==> src/musa_pkg.sv <==
// shared types and constants for the minimum unsorted subarray unit
package musa_pkg;

	localparam int IN_VALUE_W = 32;
	localparam int OUT_INDEX_W = 10;

	typedef enum logic [1:0] {
		MODE_MINMAX,
		MODE_LEFT,
		MODE_RIGHT
	} scan_mode_t;

	typedef struct packed {
		logic       load;
		logic       scan_start;
		scan_mode_t mode;
		logic       report;
	} dp_cmd_t;

	typedef struct packed {
		logic trivial;
		logic scan_idle;
	} dp_stat_t;

endpackage

==> src/musa_ctrl.sv <==
// controller state machine sequencing load, scans and result
module musa_ctrl (
	input  logic               clk,
	input  logic               arst_n,
	input  logic               start,
	input  logic               last,
	input  musa_pkg::dp_stat_t stat,
	output musa_pkg::dp_cmd_t  cmd,
	output logic               busy,
	output logic               done
);

	import musa_pkg::*;

	typedef enum logic [3:0] {
		ST_LOAD,
		ST_CHECK,
		ST_MM_GO,
		ST_MM_WAIT,
		ST_LEFT_GO,
		ST_LEFT_WAIT,
		ST_RIGHT_GO,
		ST_RIGHT_WAIT,
		ST_REPORT
	} state_t;

	state_t state_q;
	logic   done_q;

	always_ff @(posedge clk or negedge arst_n) begin
		if (!arst_n) begin
			state_q <= ST_LOAD;
			done_q  <= 1'b0;
		end else begin
			done_q <= (state_q == ST_REPORT);
			unique case (state_q)
				ST_LOAD: begin
					if (start && last) begin
						state_q <= ST_CHECK;
					end
				end
				ST_CHECK: begin
					state_q <= stat.trivial ? ST_REPORT : ST_MM_GO;
				end
				ST_MM_GO: begin
					state_q <= ST_MM_WAIT;
				end
				ST_MM_WAIT: begin
					if (stat.scan_idle) begin
						state_q <= ST_LEFT_GO;
					end
				end
				ST_LEFT_GO: begin
					state_q <= ST_LEFT_WAIT;
				end
				ST_LEFT_WAIT: begin
					if (stat.scan_idle) begin
						state_q <= ST_RIGHT_GO;
					end
				end
				ST_RIGHT_GO: begin
					state_q <= ST_RIGHT_WAIT;
				end
				ST_RIGHT_WAIT: begin
					if (stat.scan_idle) begin
						state_q <= ST_REPORT;
					end
				end
				ST_REPORT: begin
					state_q <= ST_LOAD;
				end
				default: begin
					state_q <= ST_LOAD;
				end
			endcase
		end
	end

	always_comb begin
		cmd = '0;
		cmd.load = start && (state_q == ST_LOAD);
		unique case (state_q)
			ST_MM_GO: begin
				cmd.scan_start = 1'b1;
				cmd.mode = MODE_MINMAX;
			end
			ST_LEFT_GO: begin
				cmd.scan_start = 1'b1;
				cmd.mode = MODE_LEFT;
			end
			ST_RIGHT_GO: begin
				cmd.scan_start = 1'b1;
				cmd.mode = MODE_RIGHT;
			end
			ST_REPORT: begin
				cmd.report = 1'b1;
			end
			default: begin
				cmd.mode = MODE_MINMAX;
			end
		endcase
	end

	assign busy = (state_q != ST_LOAD);
	assign done = done_q;

	a_done_single: assert property (@(posedge clk) disable iff (!arst_n)
		done_q |=> !done_q)
		else $error("result strobe held for more than one cycle");

	a_report_after_scan: assert property (@(posedge clk) disable iff (!arst_n)
		(state_q == ST_REPORT) |-> $past(stat.trivial) || $past(stat.scan_idle))
		else $error("result reported while a scan was still running");

endmodule

==> config.mk <==
export PLATFORM = sky130hd
export DESIGN_NAME = musa_ctrl
export DESIGN_NICKNAME = d
export VERILOG_FILES = /design/src/musa_pkg.sv /design/src/musa_ctrl.sv
export SDC_FILE = /design/constraint.sdc
export NUM_CORES = 1
export LEC_CHECK = 0
export BUFFER_PORTS_ARGS = -buffer_cell sky130_fd_sc_hd__buf_4
export CAP_MARGIN = 0
export CORE_AREA = 3 3 40 42
export CTS_BUF_LIST = sky130_fd_sc_hd__clkbuf_16
export CTS_CLUSTER_DIAMETER = 80
export DETAILED_ROUTE_END_ITERATION = 16
export DIE_AREA = 0 0 43 45
export GPL_ROUTABILITY_DRIVEN = 0
export PLACE_DENSITY = 0.4
export REMOVE_ABC_BUFFERS = 1
export SLEW_MARGIN = 10
export SYNTH_ARGS = -nofsm -noshare
export SYNTH_HDL_FRONTEND = slang
export SYNTH_SLANG_ARGS = --single-unit
==> constraint.sdc <==
create_clock -name clk -period 1.2 [get_ports clk]
set_input_delay 0.12 -clock clk [delete_from_list [all_inputs] [get_ports clk]]
set_output_delay 0.12 -clock clk [all_outputs]
set_load 0.01 [all_outputs]
==> qor.txt, run 1 <==
Synth top area cells: dfrtp_1 (48%), and3_2 (5.7%), nor2_1 (5.7%), nand2b_1 (4.8%), a21oi_1 (3.8%)
Leading cell type by number of instances after synthesis: dfrtp_1
Final setup fails: 5
Vias per cell: 4.67
Fin. Hold Viols: 0
Post-synth EDFFs: 0
Hold Crit Start: stat[0]
Unrepaired setup endpoints after global routing: true
Final setup skew: 0.000963 ns
First-pass GRT wire length: 1.54 mm
Number of cell rows: 13
Clock power frac: 30.0%
Dominant cell type by area after synthesis: dfrtp_1
Hold Path Stages: 2
Routed Antenna Nets: 0
Num CTS Buffers: 3
Layout cells sized above 1: 68.5%
Root buf cell: clkbuf_16
Worst-Margin Slew: 0.218 ns
Total wire length: 898 um
Placement Setup Slack: 0.00138 ns
Area of the mapped netlist: 262 um2
Port Buf Inserts: 12
Hold EP: state_q[1]
Post-synth cell types: 17
P_sw: 0.000594 W
Synth cell count leaders: dfrtp_1 (5), nor2_1 (4)
Gate power share: 48.7%
FF-to-FF Start: state_q[0]
Final core occ: 47.4%
Fin crit share: 104%
Largest net degree at the start of global routing: 7
WL per Instance: 13.0 um
Max-cap violations: 0
Seq pwr share: 21.4%
Worst skew pair latency: 0.23 ns
Post-synth top area share: 47.8%
DR pass1 iterations: 3
Die Y: 45 um
Synth Instances: 28
Post-synth top flop: dfrtp_1
Hold Crit Class: primary input to register
CP required: 1.08 ns
DR iter-0 viols: 3
Layout Area Growth over Synthesis: 133%
Clock buffer depth: 2
Final nets: 61
Failing checks: setup timing
Fmax: 798 MHz
CP startpoint kind: register
FFs w/ async S/R, synth: 100%
H-tree levels: 1
Diode count: 0
Worst-path clk slew: 0.03 ns
Drt drc: 0
All-Layer GR Usage: 11.5%
Fin worst setup slack: -0.0527 ns
Slew headroom: 85.4%
FF+latch count, synth: 5
R2r endpoint: state_q[2]
I/O pin count: 13
Starting Density: 20.4%
Syn Area/Cell: 9.34 um2
Reg2reg path depth: 5
Leak: 0.281 nW
Number of global-route vias before repair: 338
Outcome: finished with violations
Register area share after synthesis: 47.8%
YS warnings: 0
Fin crit period: 1.25 ns
Die ar.: 1940 um2
Max IR drop VDD: 1.31 mV
DR vias: 322
Chip width: 43 um
FF-to-FF setup slack: 0.06 ns
Worst setup EP type: primary output
Sw Share: 33.3%
CTS tree: yes
PD cells: 2930 nW/um2
Global route overflow: 0
Initial antenna violation count: 0
CP max FO: 3
CP arrival: 1.13 ns
Hpwl dp: 593 um
Slew Limit Fails: 0
Internal Power: 0.00119 W
Core box area: 1280 um2
Critical path type: register to primary output
# clock sinks: 5
==> layout make-up <==
cell class | instances | area [um2]
clock buffer | 3 | 75.1
clock inverter | 1 | 3.75
fill | 121 | 676
multi-input combinational | 22 | 184
sequential | 5 | 130
tap | 15 | 18.8
timing repair buffer | 23 | 198
==> power by group through the flow <==
stage | combinational, W | sequential (W) | clock (W)
finish | 0.000869 | 0.000382 | 0.000535
global route | 0.000939 | 0.000394 | 0.000565
CTS | 0.000855 | 0.000378 | 0.000542
detailed placement | 0.000577 | 0.000305 | 0
global placement | 0.000578 | 0.000297 | 0
floorplan | 0.000252 | 0.000331 | 0
==> placed cells by master (no fill, tap or decap), types with 2 or more instances in the layout <==
cell type	instances
buf_4	16
buf_6	6
dfrtp_2	4
clkbuf_16	3
nor2_4	2
nand2_1	2
and3_4	2
a21oi_1	2
nand2b_1	2
==> metal layers <==
metal	part of all wire [%]	up-vias	GRT usage, %
met3	10	2	5.58
li1	-	152	-
met5	0	-	0
met2	49	16	18.9
met1	39	152	11.9
met4	1.6	0	7.23
==> worst max-delay path by stage <==
stage | slack [ns] | startpoint | end
floorplan | 0.04 | state_q[2] | done
global placement | 0.12 | state_q[3] | cmd[2]
detailed placement | 0.001 | state_q[2] | cmd[0]
CTS | -0.05 | state_q[0] | cmd[0]
global route | -0.13 | state_q[2] | cmd[0]
finish | -0.05 | state_q[2] | cmd[0]
==> flip-flops by register name (all words and copies together) (netlist names) <==
register,cells
done,1
state_q,4
==> worst max-delay path, stage by stage, from the launching register on <==
cell and delay (ns):
dfrtp_2 0.44, nor4b_4 0.30, buf_4 0.16
==> cell families (layout without fill, tap and decap cells) <==
kind of cell              count (synthesis)  count (layout)  share of synthesized area [%]
xor gates and xnor gates                  1               1                           3.35
DFF                                       5               5                           47.8
buffers and inverters                     1              27                           1.91
and+or+nand+nor                          16              16                           34.4
AOI/OAI and AO/OA                         5               5                           12.4
==> repair_timing <==
action / CTS / global route
buffers inserted: 5 / 1
pin swaps: 4 / 2
endpoints found under the hold margin: 5 / 0
gates resized for setup: 20 / 1
hold buffers: 1 / 0
endpoints found under the setup margin: 6 / 5
==> metrics by stage <==
step | cell area [um2] | power, W | setup TNS (ns) | std cells | hold slack, ns
global placement | 395 | 0.000875 | 0 | 58 | -0.0778
CTS | 599 | 0.00177 | -0.150 | 68 | 0.120
detailed placement | 395 | 0.000883 | 0 | 58 | -0.0758
finish | 609 | 0.00179 | -0.148 | 69 | 0.124
global route | 609 | 0.00190 | -0.393 | 69 | 0.129
floorplan | 256 | 0.000583 | 0 | 27 | -0.176
Power figures use the tool's default switching activity.
==> run 2: changes to the inputs <==
--- a/config.mk
+++ b/config.mk
@@ -13,8 +13,10 @@
 export DETAILED_ROUTE_END_ITERATION = 16
 export DIE_AREA = 0 0 43 45
 export GPL_ROUTABILITY_DRIVEN = 0
+export GPL_TIMING_DRIVEN = 0
 export PLACE_DENSITY = 0.4
 export REMOVE_ABC_BUFFERS = 1
+export SKIP_CTS_REPAIR_TIMING = 1
 export SLEW_MARGIN = 10
 export SYNTH_ARGS = -nofsm -noshare
 export SYNTH_HDL_FRONTEND = slang
==> qor.txt, run 2 (synthesis results as in run 1) <==
Outcome: finished with violations
Failing checks: setup timing
Number of global-route vias before repair: 263
Slew Limit Fails: 0
Most flops, register: state_q
Initial antenna violation count: 0
Most frequent cells in the layout: buf_4 (16), dfrtp_2 (4), clkbuf_16 (3)
# clock sinks: 5
CP arrival: 1.14 ns
Fin. Hold Viols: 0
Core box area: 1280 um2
CP startpoint kind: register
Setup TNS: -0.144 ns
Drt drc: 0
CTS tree: yes
Worst setup EP type: primary output
Crit-path cells: nor4b_4 > buf_4
Critical path buffers and inverters: 1
Seq pwr share: 27.2%
DR vias: 284
Die Y: 45 um
Slew headroom: 85.9%
Final setup skew: 0.000105 ns
Hpwl dp: 492 um
Kind of cell adding the most delay to the critical path: flip-flops
Port Buf Inserts: 12
Clock buffer depth: 2
Unrepaired setup endpoints after global routing: true
Sw Share: 32.4%
P_sw: 0.000497 W
Diode count: 0
Final Non-Filler Cells: 64
Placed Cells: 54
Worst path slowest cell: dfrtp_2
Clock power frac: 34.4%
Num CTS Buffers: 3
Max-cap violations: 0
CP max stage delay: 0.45 ns
Final setup fails: 4
Hold Crit Class: primary input to register
Gate power share: 38.4%
WL per Instance: 11.2 um
Worst skew pair latency: 0.22 ns
Vias per cell: 4.44
Largest register FFs: 4
Fin area: 531 um2
DR iter-0 viols: 1
Leak: 0.251 nW
Fmax: 794 MHz
Fin worst setup slack: -0.0600 ns
H-tree levels: 1
Worst-path clk slew: 0.03 ns
DR pass1 iterations: 4
All-Layer GR Usage: 8.45%
Commonest non-fill, non-tap cell in the layout: buf_4
Total wire length: 718 um
First-pass GRT wire length: 1.10 mm
Routed Antenna Nets: 0
Layout cells sized above 1: 59.2%
I/O pin count: 13
Chip width: 43 um
PD cells: 2890 nW/um2
Internal Power: 0.00104 W
CP required: 1.08 ns
Max IR drop VDD: 1.34 mV
Min Hold Slack: 0.128 ns
Number of cell rows: 13
Worst-Margin Slew: 0.211 ns
Critical path type: register to primary output
Fin crit share: 105%
Fin crit period: 1.26 ns
Layout Area Growth over Synthesis: 103%
Area after DPL: 365 um2
Final nets: 56
Total power: 0.00153 W
Fillers: 137
Root buf cell: clkbuf_16
CP max FO: 5
Die ar.: 1940 um2
Largest net degree at the start of global routing: 10
Global route overflow: 0
Starting Density: 20.4%
## run 2: worst reg2reg max path, stage by stage, from the launching register on
cell,delay (ns)
dfrtp_2,0.45
buf_4,0.16
buf_4,0.13
nand3_1,0.08
xor2_1,0.14
nor2_1,0.05
## run 2: layout make-up
type / instances / area, um2 / share of cell area (%)
Tap cell: 15 / 18.8 / 3.54
Timing Repair Buffer: 18 / 141 / 26.7
Clock buffer: 3 / 75.1 / 14.2
Sequential cell: 5 / 130 / 24.5
Multi-Input combinational cell: 22 / 161 / 30.4
Clock inverter: 1 / 3.75 / 0.708
## run 2: per-layer routing
metal | wire [um] | GRT usage, % | share of wire, %
met1 | 322 | 8.80 | 45
met4 | 4 | 7.23 | 0.56
met2 | 313 | 12.6 | 44
met3 | 79 | 4.38 | 11
met5 | 0 | 0 | 0
## run 2: power by group through the flow
| stage | clock network (W) | logic, W | registers (W) |
|---|---|---|---|
| detailed placement | 0 | 0.000411 | 0.000368 |
| finish | 0.000526 | 0.000589 | 0.000417 |
| floorplan | 0 | 0.000252 | 0.000331 |
| global route | 0.000549 | 0.000634 | 0.000429 |
| CTS | 0.000537 | 0.000415 | 0.000368 |
| global placement | 0 | 0.000408 | 0.000363 |
## run 2: final timing paths
path,startpoint,to,slack (ns),cells past startpoint
setup / recovery,state_q[0],cmd[0],-0.06,2
hold / removal,stat[0],state_q[1],0.13,2
setup reg to reg,state_q[0],state_q[2],0.06,5
hold reg to reg,state_q[3],state_q[1],0.56,1
max in group asynchronous,arst_n,state_q[2],0.85,2
min in group asynchronous,arst_n,state_q[0],0.24,2
## run 2: metrics by stage
step / setup slack [ns] / util [%]
6_report: -0.0600 / 41.3
5_1_grt: -0.0942 / 41.3
4_1_cts: -0.229 / 34.6
3_5_place_dp: 0.0515 / 28.4
3_3_place_gp: 0.0385 / 28.4
2_1_floorplan: 0.0353 / -
